--- src/sv/pur_pkg.sv ---
// Shared types and constants of the polled UART register block.
// No dependencies; imported by every module of the block.
package pur_pkg;

  // Width of the rx and tx tick counters.
  localparam int COUNT_WIDTH = 16;
  // Width used to compare a counter against the tick period.
  localparam int CMP_W = 32;

  localparam int CFG_INDEX_W = 2;
  localparam int CFG_DATA_W  = 16;

  // Request type codes.
  localparam logic [1:0] REQ_READ  = 2'd0;
  localparam logic [1:0] REQ_WRITE = 2'd1;
  localparam logic [1:0] REQ_TICK  = 2'd2;

  // Bus register indexes.
  localparam logic [1:0] REG_RX_CTRL = 2'd0;
  localparam logic [1:0] REG_RX_DATA = 2'd1;
  localparam logic [1:0] REG_TX_CTRL = 2'd2;
  localparam logic [1:0] REG_TX_DATA = 2'd3;

  // Configuration register indexes.
  localparam logic [CFG_INDEX_W-1:0] CFG_RX_ENABLE   = 2'd0;
  localparam logic [CFG_INDEX_W-1:0] CFG_TX_ENABLE   = 2'd1;
  localparam logic [CFG_INDEX_W-1:0] CFG_WORD_MODE   = 2'd2;
  localparam logic [CFG_INDEX_W-1:0] CFG_TICK_PERIOD = 2'd3;

  localparam logic [15:0] TICK_PERIOD_RESET = 16'd1600;

  // Control register bit positions.
  localparam int CR_IE  = 0;
  localparam int CR_RDY = 1;
  localparam int CR_SET = 2;
  localparam int CR_CLR = 3;

  // One input item.
  typedef struct packed {
    logic [1:0]  req_type;
    logic [1:0]  reg_index;
    logic [31:0] write_data;
    logic        rx_valid;
    logic [7:0]  rx_byte;
  } req_t;

  // One result item.
  typedef struct packed {
    logic [31:0] read_data;
    logic        rx_taken;
    logic        tx_valid;
    logic [31:0] tx_data;
    logic        rx_irq;
    logic        tx_irq;
  } rsp_t;

  // Configuration register contents.
  typedef struct packed {
    logic        rx_enable;
    logic        tx_enable;
    logic        wide_mode;
    logic [15:0] tick_period;
  } cfg_t;

  // Item handed to the rx and tx sides, with the strobe that commits it.
  typedef struct packed {
    logic fire;
    req_t req;
  } op_t;

  // Control word as read from a control register.
  function automatic logic [31:0] ctrl_word(input logic ie, input logic rdy, input logic pend);
    logic [31:0] w;
    w = '0;
    w[CR_IE]  = ie;
    w[CR_RDY] = rdy;
    w[CR_SET] = pend;
    return w;
  endfunction

endpackage

--- src/sv/pur_rx.sv ---
// Receive side: rx tick counter, word assembly and rx control/data registers.
// Depends on pur_pkg.
module pur_rx import pur_pkg::*; (
  input  logic        clk,
  input  logic        rst,
  input  op_t         op,
  input  cfg_t        cfg,
  output logic [31:0] read_data,
  output logic        taken,
  output logic        irq
);

  logic [COUNT_WIDTH-1:0] tick_count, tick_count_next;
  logic [31:0] assembly, assembly_next;
  logic [2:0]  byte_pos, byte_pos_next;
  logic [31:0] value, value_next;
  logic        ready, ready_next;
  logic        int_enable, int_enable_next;
  logic        int_pending, int_pending_next;

  logic        fires;
  logic [1:0]  pos;
  logic [31:0] merged;

  // The side fires once its count has reached the period.
  assign fires = cfg.rx_enable && (CMP_W'(tick_count) >= CMP_W'(cfg.tick_period));
  assign pos   = byte_pos[1:0];

  // Place the offered byte, most significant byte first.
  always_comb begin
    case (pos)
      2'd0:    merged = assembly | {op.req.rx_byte, 24'd0};
      2'd1:    merged = assembly | {8'd0, op.req.rx_byte, 16'd0};
      2'd2:    merged = assembly | {16'd0, op.req.rx_byte, 8'd0};
      default: merged = assembly | {24'd0, op.req.rx_byte};
    endcase
  end

  // Effect of the current item on the receive state.
  always_comb begin
    tick_count_next  = tick_count;
    assembly_next    = assembly;
    byte_pos_next    = byte_pos;
    value_next       = value;
    ready_next       = ready;
    int_enable_next  = int_enable;
    int_pending_next = int_pending;
    read_data        = '0;
    taken            = 1'b0;
    if (op.fire) begin
      case (op.req.req_type)
        REQ_READ: begin
          case (op.req.reg_index)
            REG_RX_CTRL: begin
              if (cfg.rx_enable) read_data = ctrl_word(int_enable, ready, int_pending);
            end
            REG_RX_DATA: begin
              if (ready) begin
                read_data        = value;
                ready_next       = 1'b0;
                int_pending_next = 1'b0;
              end
            end
            default: ;
          endcase
        end
        REQ_WRITE: begin
          if (op.req.reg_index == REG_RX_CTRL && cfg.rx_enable) begin
            int_enable_next = op.req.write_data[CR_IE];
          end
        end
        REQ_TICK: begin
          if (fires) begin
            tick_count_next = '0;
            if (op.req.rx_valid) begin
              taken = 1'b1;
              if (cfg.wide_mode) begin
                if (pos == 2'd3) begin
                  value_next    = merged;
                  ready_next    = 1'b1;
                  assembly_next = '0;
                  byte_pos_next = '0;
                  if (int_enable) int_pending_next = 1'b1;
                end else begin
                  assembly_next = merged;
                  byte_pos_next = {1'b0, pos} + 3'd1;
                end
              end else begin
                value_next = {24'd0, op.req.rx_byte};
                ready_next = 1'b1;
                if (int_enable) int_pending_next = 1'b1;
              end
            end
          end else begin
            tick_count_next = tick_count + COUNT_WIDTH'(1);
          end
        end
        default: ;
      endcase
    end
  end

  assign irq = int_pending_next;

  // Receive state registers.
  always_ff @(posedge clk) begin
    if (rst) begin
      tick_count  <= '0;
      assembly    <= '0;
      byte_pos    <= '0;
      value       <= '0;
      ready       <= 1'b0;
      int_enable  <= 1'b0;
      int_pending <= 1'b0;
    end else begin
      tick_count  <= tick_count_next;
      assembly    <= assembly_next;
      byte_pos    <= byte_pos_next;
      value       <= value_next;
      ready       <= ready_next;
      int_enable  <= int_enable_next;
      int_pending <= int_pending_next;
    end
  end

endmodule

--- src/sv/pur_tx.sv ---
// Transmit side: tx tick counter, send sequencing and tx control/data registers.
// Depends on pur_pkg.
module pur_tx import pur_pkg::*; (
  input  logic        clk,
  input  logic        rst,
  input  op_t         op,
  input  cfg_t        cfg,
  output logic [31:0] read_data,
  output logic        tx_valid,
  output logic [31:0] tx_data,
  output logic        irq
);

  logic [COUNT_WIDTH-1:0] tick_count, tick_count_next;
  logic [31:0] value, value_next;
  logic        free, free_next;
  logic [1:0]  step, step_next;
  logic [31:0] latched_word, latched_word_next;
  logic        int_enable, int_enable_next;
  logic        int_pending, int_pending_next;

  logic        fires;
  logic [1:0]  step_inc;
  logic        set_ie;
  logic        set_pend;

  assign fires    = cfg.tx_enable && (CMP_W'(tick_count) >= CMP_W'(cfg.tick_period));
  assign step_inc = step + 2'd1;

  // Effect of the current item on the transmit state.
  always_comb begin
    tick_count_next   = tick_count;
    value_next        = value;
    free_next         = free;
    step_next         = step;
    latched_word_next = latched_word;
    int_enable_next   = int_enable;
    int_pending_next  = int_pending;
    read_data         = '0;
    tx_valid          = 1'b0;
    tx_data           = '0;
    set_ie            = op.req.write_data[CR_IE];
    set_pend          = int_pending || (set_ie && op.req.write_data[CR_SET]);
    if (op.fire) begin
      case (op.req.req_type)
        REQ_READ: begin
          if (op.req.reg_index == REG_TX_CTRL && cfg.tx_enable) begin
            read_data = ctrl_word(int_enable, free, int_pending);
          end
        end
        REQ_WRITE: begin
          if (cfg.tx_enable) begin
            case (op.req.reg_index)
              REG_TX_CTRL: begin
                // Set applies first, then clear acts on the updated level.
                int_enable_next  = set_ie;
                int_pending_next = set_pend && !op.req.write_data[CR_CLR];
              end
              REG_TX_DATA: begin
                if (free) begin
                  value_next = op.req.write_data;
                  free_next  = 1'b0;
                end
                int_pending_next = 1'b0;
              end
              default: ;
            endcase
          end
        end
        REQ_TICK: begin
          if (fires) begin
            tick_count_next = '0;
            if (!free) begin
              if (cfg.wide_mode) begin
                // The word is captured on the first firing and sent on the third.
                if (step == 2'd0) latched_word_next = value;
                if (step_inc == 2'd3) begin
                  tx_valid  = 1'b1;
                  tx_data   = latched_word_next;
                  step_next = 2'd0;
                  free_next = 1'b1;
                  if (int_enable) int_pending_next = 1'b1;
                end else begin
                  step_next = step_inc;
                end
              end else begin
                tx_valid  = 1'b1;
                tx_data   = {24'd0, value[7:0]};
                free_next = 1'b1;
                if (int_enable) int_pending_next = 1'b1;
              end
            end
          end else begin
            tick_count_next = tick_count + COUNT_WIDTH'(1);
          end
        end
        default: ;
      endcase
    end
  end

  assign irq = int_pending_next;

  // Transmit state registers.
  always_ff @(posedge clk) begin
    if (rst) begin
      tick_count   <= '0;
      value        <= '0;
      free         <= 1'b1;
      step         <= '0;
      latched_word <= '0;
      int_enable   <= 1'b0;
      int_pending  <= 1'b0;
    end else begin
      tick_count   <= tick_count_next;
      value        <= value_next;
      free         <= free_next;
      step         <= step_next;
      latched_word <= latched_word_next;
      int_enable   <= int_enable_next;
      int_pending  <= int_pending_next;
    end
  end

endmodule

--- src/sv/polled_uart_register_device.sv ---
// Polled UART register block, top level: input register, rx and tx sides, result register.
// An item waits in the input register until the result register can take its result.
// Throughput: one item per cycle while results are taken; each item is handled in one pass.
// Reset (synchronous, active high) clears all state, sets tx free and loads the
// configuration defaults; the item and config ports are not ready during reset.
// Depends on pur_pkg, pur_rx and pur_tx.
module polled_uart_register_device import pur_pkg::*; (
  input  logic                   clk,
  input  logic                   rst,
  input  logic                   req_valid,
  output logic                   req_ready,
  input  req_t                   req,
  output logic                   rsp_valid,
  input  logic                   rsp_ready,
  output rsp_t                   rsp,
  input  logic                   cfg_valid,
  output logic                   cfg_ready,
  input  logic [CFG_INDEX_W-1:0] cfg_index,
  input  logic [CFG_DATA_W-1:0]  cfg_data
);

  req_t  req_q;
  logic  req_q_valid;
  rsp_t  rsp_q;
  logic  rsp_q_valid;
  cfg_t  cfg;
  op_t   op;
  logic  advance;
  rsp_t  rsp_next;

  logic [31:0] rx_read_data;
  logic [31:0] tx_read_data;
  logic        rx_taken;
  logic        tx_valid;
  logic [31:0] tx_data;
  logic        rx_irq;
  logic        tx_irq;

  // The held item is processed whenever the result register can take its result.
  assign advance   = req_q_valid && (!rsp_q_valid || rsp_ready);
  assign req_ready = !rst && (!req_q_valid || advance);
  assign cfg_ready = !rst;
  assign op.fire   = advance;
  assign op.req    = req_q;

  pur_rx u_rx (
    .clk       (clk),
    .rst       (rst),
    .op        (op),
    .cfg       (cfg),
    .read_data (rx_read_data),
    .taken     (rx_taken),
    .irq       (rx_irq)
  );

  pur_tx u_tx (
    .clk       (clk),
    .rst       (rst),
    .op        (op),
    .cfg       (cfg),
    .read_data (tx_read_data),
    .tx_valid  (tx_valid),
    .tx_data   (tx_data),
    .irq       (tx_irq)
  );

  // The two sides decode disjoint registers, so their read data simply merge.
  always_comb begin
    rsp_next.read_data = rx_read_data | tx_read_data;
    rsp_next.rx_taken  = rx_taken;
    rsp_next.tx_valid  = tx_valid;
    rsp_next.tx_data   = tx_data;
    rsp_next.rx_irq    = rx_irq;
    rsp_next.tx_irq    = tx_irq;
  end

  // Input and result handshake flags.
  always_ff @(posedge clk) begin
    if (rst) begin
      req_q_valid <= 1'b0;
      rsp_q_valid <= 1'b0;
    end else begin
      if (req_valid && req_ready) req_q_valid <= 1'b1;
      else if (advance)           req_q_valid <= 1'b0;
      if (advance)                rsp_q_valid <= 1'b1;
      else if (rsp_ready)         rsp_q_valid <= 1'b0;
    end
  end

  // Payload registers.
  always_ff @(posedge clk) begin
    if (req_valid && req_ready) req_q <= req;
    if (advance)                rsp_q <= rsp_next;
  end

  // Configuration registers.
  always_ff @(posedge clk) begin
    if (rst) begin
      cfg.rx_enable   <= 1'b1;
      cfg.tx_enable   <= 1'b1;
      cfg.wide_mode   <= 1'b0;
      cfg.tick_period <= TICK_PERIOD_RESET;
    end else if (cfg_valid && cfg_ready) begin
      case (cfg_index)
        CFG_RX_ENABLE:   cfg.rx_enable   <= cfg_data[0];
        CFG_TX_ENABLE:   cfg.tx_enable   <= cfg_data[0];
        CFG_WORD_MODE:   cfg.wide_mode   <= cfg_data[0];
        CFG_TICK_PERIOD: cfg.tick_period <= cfg_data[15:0];
        default: ;
      endcase
    end
  end

  assign rsp_valid = rsp_q_valid;
  assign rsp       = rsp_q;

endmodule

--- config.mk ---
export PLATFORM = sky130hd
export DESIGN_NAME = polled_uart_register_device
export DESIGN_NICKNAME = d
export VERILOG_FILES = /design/src/sv/pur_pkg.sv /design/src/sv/pur_rx.sv /design/src/sv/pur_tx.sv /design/src/sv/polled_uart_register_device.sv
export SDC_FILE = /design/constraint.sdc
export NUM_CORES = 1
export LEC_CHECK = 0
export ABC_AREA = 1
export BUFFER_PORTS_ARGS = -buffer_cell sky130_fd_sc_hd__buf_2
export CAP_MARGIN = 30
export CORE_ASPECT_RATIO = 1.25
export CORE_MARGIN = 4
export CORE_UTILIZATION = 45
export DETAILED_ROUTE_END_ITERATION = 16
export HOLD_SLACK_MARGIN = 0.12
export PLACE_DENSITY = 0.73
export SYNTH_ARGS = -nofsm -noshare
export SYNTH_HDL_FRONTEND = slang
export SYNTH_SLANG_ARGS = --single-unit
--- constraint.sdc ---
create_clock -name clk -period 5.6 [get_ports clk]
set_input_delay 1.68 -clock clk [delete_from_list [all_inputs] [get_ports clk]]
set_output_delay 1.68 -clock clk [all_outputs]
set_load 0.01 [all_outputs]
# == Word level (Yosys, flattened, before mapping) ==
# Index checks and enable logic that the tools add are counted.
# word_totals
reg_bits,304
inputBits,68
output_inout_bits,71
# classes
add_sub_neg,4
order_cmp,2
eq_ne,20
n_mux,55
bitwise,10
reduce_logical,42
# ops
operator,n
32-bit 2-to-1 mux,9
32-bit case mux with 3 select lines,1
32-bit OR,2
32-bit case mux with 2 select lines,1
"16-bit by 1-bit adder with 16-bit output, second input constant",2
16-bit >= comparator,2
16-bit 2-to-1 mux,2
32-bit by 16-bit OR with 32-bit output,1
32-bit by 24-bit OR with 32-bit output,1
32-bit by 8-bit OR with 32-bit output,1
1-bit 2-to-1 mux,31
5-bit AND reduction,5
"2-bit == test, second input constant",8
8-bit 2-to-1 mux,2
2-bit AND reduction,6
1-bit logical AND,10
2-bit logical NOT,5
"2-bit by 1-bit inequality test with 1-bit output, second input constant",5
1-bit case mux with 2 select lines,5
"2-bit by 1-bit == test with 1-bit output, second input constant",4
2-bit nonzero test,4
3-bit 2-to-1 mux,2
6-bit AND reduction,1
1-bit NOT,5
other kinds (10),18

# == Longest topological paths before layout ==
# depth
depth_word,8
mapped_depth,16
mapped_depth_nobuf,15

# == Cells and area by module ==
# A second synthesis with hierarchy kept.
# hier_totals
hier_cells,1733
area_unflattened_um2,14263.7
# modules_own_cells
mod,n_inst,cells_per_inst,area_each_um2,seq_area_each_um2
pur_tx,1,744,4888.4,1701.6
pur_rx,1,709,4782.1,1701.6
polled_uart_register_device,1,280,4593.2,3813.7

# == Least setup slack after synthesis ==
# No wires, ideal clock.
# synth_timing
path_type,input -> register
start,input rst
end,register req_q (netlist bit op[0]) (enable)
t_arrival_ps,4140
setup_slack_ps,1012
stages,5
cell_sequence,buf_2 -> inv_1 -> clkbuf_1 -> nand2_1 -> nor2_1
# synth_via
elab_chain_len,3
# synth_lines
element,line_no,text
from (decl),polled_uart_register_device.sv:9,"input logic rst,"
1-bit logical NOT,polled_uart_register_device.sv:41,assign req_ready = !rst && (!req_q_valid || advance);
1-bit logical AND,polled_uart_register_device.sv:41,
1-bit logical AND,polled_uart_register_device.sv:92,if (req_valid && req_ready) req_q <= req;
to (signal assigned),polled_uart_register_device.sv:92,
to (decl),polled_uart_register_device.sv:22,req_t req_q;
# No other way between the ends.
# A chain may end at the register's enable or synchronous reset.

# == Worst setup path after layout ==
# layout_timing
start,input rst
end,output req_ready
# layout_via
elab_chain_len,2
# layout_lines
element,line_no,text
1-bit logical NOT,polled_uart_register_device.sv:41,
1-bit logical AND,polled_uart_register_device.sv:41,
to (decl),polled_uart_register_device.sv:11,"output logic req_ready,"
# No other way between the ends.

==> qor.txt <==
worst setup slack after layout: 1.41 ns
hold crit path type: flip-flop to flip-flop
first-pass GRT wire length: 54100 µm
Yosys warning count: 0
via count: 11500
Post-DRT Antenna Nets: 0
clk buf depth: 3
Synth cell types: 44
Final Max Slew Viols: 0
post-layout util: 52.4%
power per cell area: 288 nW/µm²
setup tns final: 0 ns
Post-Syn Instances: 1694
CTS Sinks: 304
Antenna diodes: 0
post-synthesis register bit count: 304
critical path fanouts, max: 35
vias per std cell: 5.21
# hold bufs at CTS: 0
floorplan row count: 71
internal power: 3590 µW
Yosys top cell area share: 27.3%
RSZ-0062 raised after global routing: false
share of cells above drive strength 1: 13.2%
FF-to-FF Start: cfg[7]
gpl congestion: 0.874
Max-Cap Viols: 0
type of the worst setup path: input port to primary output
initial antenna violation count: 0
dpl hpwl: 22300 µm
setup bufs post-CTS: 0
fmax: 239 MHz
DRC: 0
mapped cell area: 14000 µm²
Commonest cells post-synth: nand2_1 (353), inv_1 (227), dfxtp_1 (191)
crit path from: rst
Leak: 0.00685 µW
I/O pin total: 139
die height: 205 µm
final hold vios: 0
Net Sw Frac: 21.7%
min-delay src: u_rx.assembly[6]
Max Clock Skew: 0.0116 ns
dpl ws: 1.40 ns
FF-to-FF setup slack: 2.61 ns
post-CTS resize count: 0
fin cells: 2213
Worst slew margin: 33.3%
CTS Buf Count: 30
Placed Cells: 2156
sequential area share after synthesis: 51.6%
Die Wd: 166 µm
htree depth: 1
# setup viols final: 0
power share of the clock group: 44.3%
most used cell, CP: buf_2
pin count of the biggest net entering global routing: 89
vias in the first global route: 10800
clock slew at reported path FFs: 0.06 ns
Port Buffers: 138
area delta synth->final: 13.7%
CTS root buf: clkbuf_16
starting density of the core: 46.0%
Die ar.: 34000 µm²
Core ar.: 30400 µm²
Hold Worst Slack: 0.424 ns
Layout fillers: 2856
slowest CP cell: buf_4
Clock Latency Late Sink: 0.56 ns
GRT Total Usage: 19.0%
syn_area_per_cell: 8.25 µm²
post-synth net total: 1803
FF+latch area: 7220 µm²
Logic pwr share: 4.3%
CP startpoint kind: input port
critical-path cell list: buf_2 > inv_2 > buf_4 > nand2_1 > inv_1 > buf_2
Critical Path End Type: primary output
Nets: 1897
routed len/inst: 15.0 µm
multi-input logic area: 5460 µm²
Worst-Margin Slew: 0.999 ns
CTS tree: yes
CP arrival: 2.51 ns
DRT Wirelength: 33100 µm
biggest area consumer among synthesized cells: dfxtp_1
register share of total power: 51.3%
grt total ovfl: 0
Required @ worst endpoint: 3.92 ns
number of synthesized flops with an enable pin: 113
Period minus WS final: 4.19 ns
Max rail drop VDD: 0.220 mV
Post-synth ARST share: 0%
count leader, synth: nand2_1
Net Sw Power: 996 µW
largest cells by area after synthesis: dfxtp_1 (27%), edfxtp_1 (24%), nand2_1 (9.5%), inv_1 (6.1%), o21ai_0 (4.7%)
status: complete, no violations
Initial DRC Count: 1015
Tcrit/Tclk final: 74.8%
crit-path max cell delay: 0.31 ns
dominant synthesized flop cell: dfxtp_1
DRT Pass-1 Iters: 7
[flip-flops by register name, summed over array words and instances, names as in the netlist, 16 cells and up]
| register | cells |
|---|---|
| cfg | 19 |
| op | 45 |
| rsp | 68 |
| u_rx.assembly | 32 |
| u_rx.tick_count | 16 |
| u_rx.value | 32 |
| u_tx.latched_word | 32 |
| u_tx.tick_count | 16 |
| u_tx.value | 32 |
[worst paths after layout]
check                                         to  cells past startpoint
worst max-delay path                   req_ready                      6
worst min-delay path            u_rx.assembly[6]                      2
worst max register to register           rsp[30]                     14
worst min register to register  u_rx.assembly[6]                      2
[power groups by stage]
stage / logic, µW / registers, µW / clock network, µW
after global routing: 221 / 2350 / 2180
after CTS: 198 / 2350 / 2070
after floorplan: 105 / 2400 / 0
after global placement: 192 / 2400 / 0
after detailed placement: 196 / 2400 / 0
final: 199 / 2350 / 2030
[metrics by stage]
stage / power (µW) / cell area, µm²
2_1_floorplan: 2510 / 14000
3_3_place_gp: 2590 / 14800
3_5_place_dp: 2600 / 14900
4_1_cts: 4620 / 15900
5_1_grt: 4760 / 15900
6_report: 4580 / 15900
[layer usage]
metal  up-vias  wire length [µm]  track usage, %
met5         -                 0               0
met4         0               898            6.45
met3        69              2160            2.76
met2       402             15200            31.1
met1      5300             14900            25.9
li1       5748                 -               -
[worst max-delay path: cells and delay by family]
family / cells / cell delay [ns]
simple gates: 1 / 0.17
buf+inv: 5 / 0.66
[cells by family after synthesis]
| kind of cell | share of synthesized area (%) |
|---|---|
| buf+inv | 9.42 |
| flops | 51.6 |
| fa+ha+maj | 3.67 |
| simple gates | 23.0 |
| compound gates | 11.5 |
| xor+xnor | 0.814 |
[cell usage in the layout (no fill, tap or decap), drive strengths merged, types with 4 or more instances in the layout]
cell type,n
bufinv,4
o21bai,11
dfxtp,191
buf,153
clkinv,18
o21ai,131
inv,232
nand2,361
nor2,183
edfxtp,113
o22ai,4
nand3,39
xnor2,6
nor3,39
xor2,7
clkbuf,35
a21oi,131
ha,41
a22oi,9
nand4,88
[area by class of cell]
class	instances	area share (%)
Inverter	234	5.54
Sequential cell	304	45.4
Clock inverter	21	1.31
Tap cell	401	3.15
Multi-Input combinational cell	1065	34.4
Timing Repair Buffer	153	5.30
Clock buffer	35	4.97
Power figures use the tool's default switching activity.
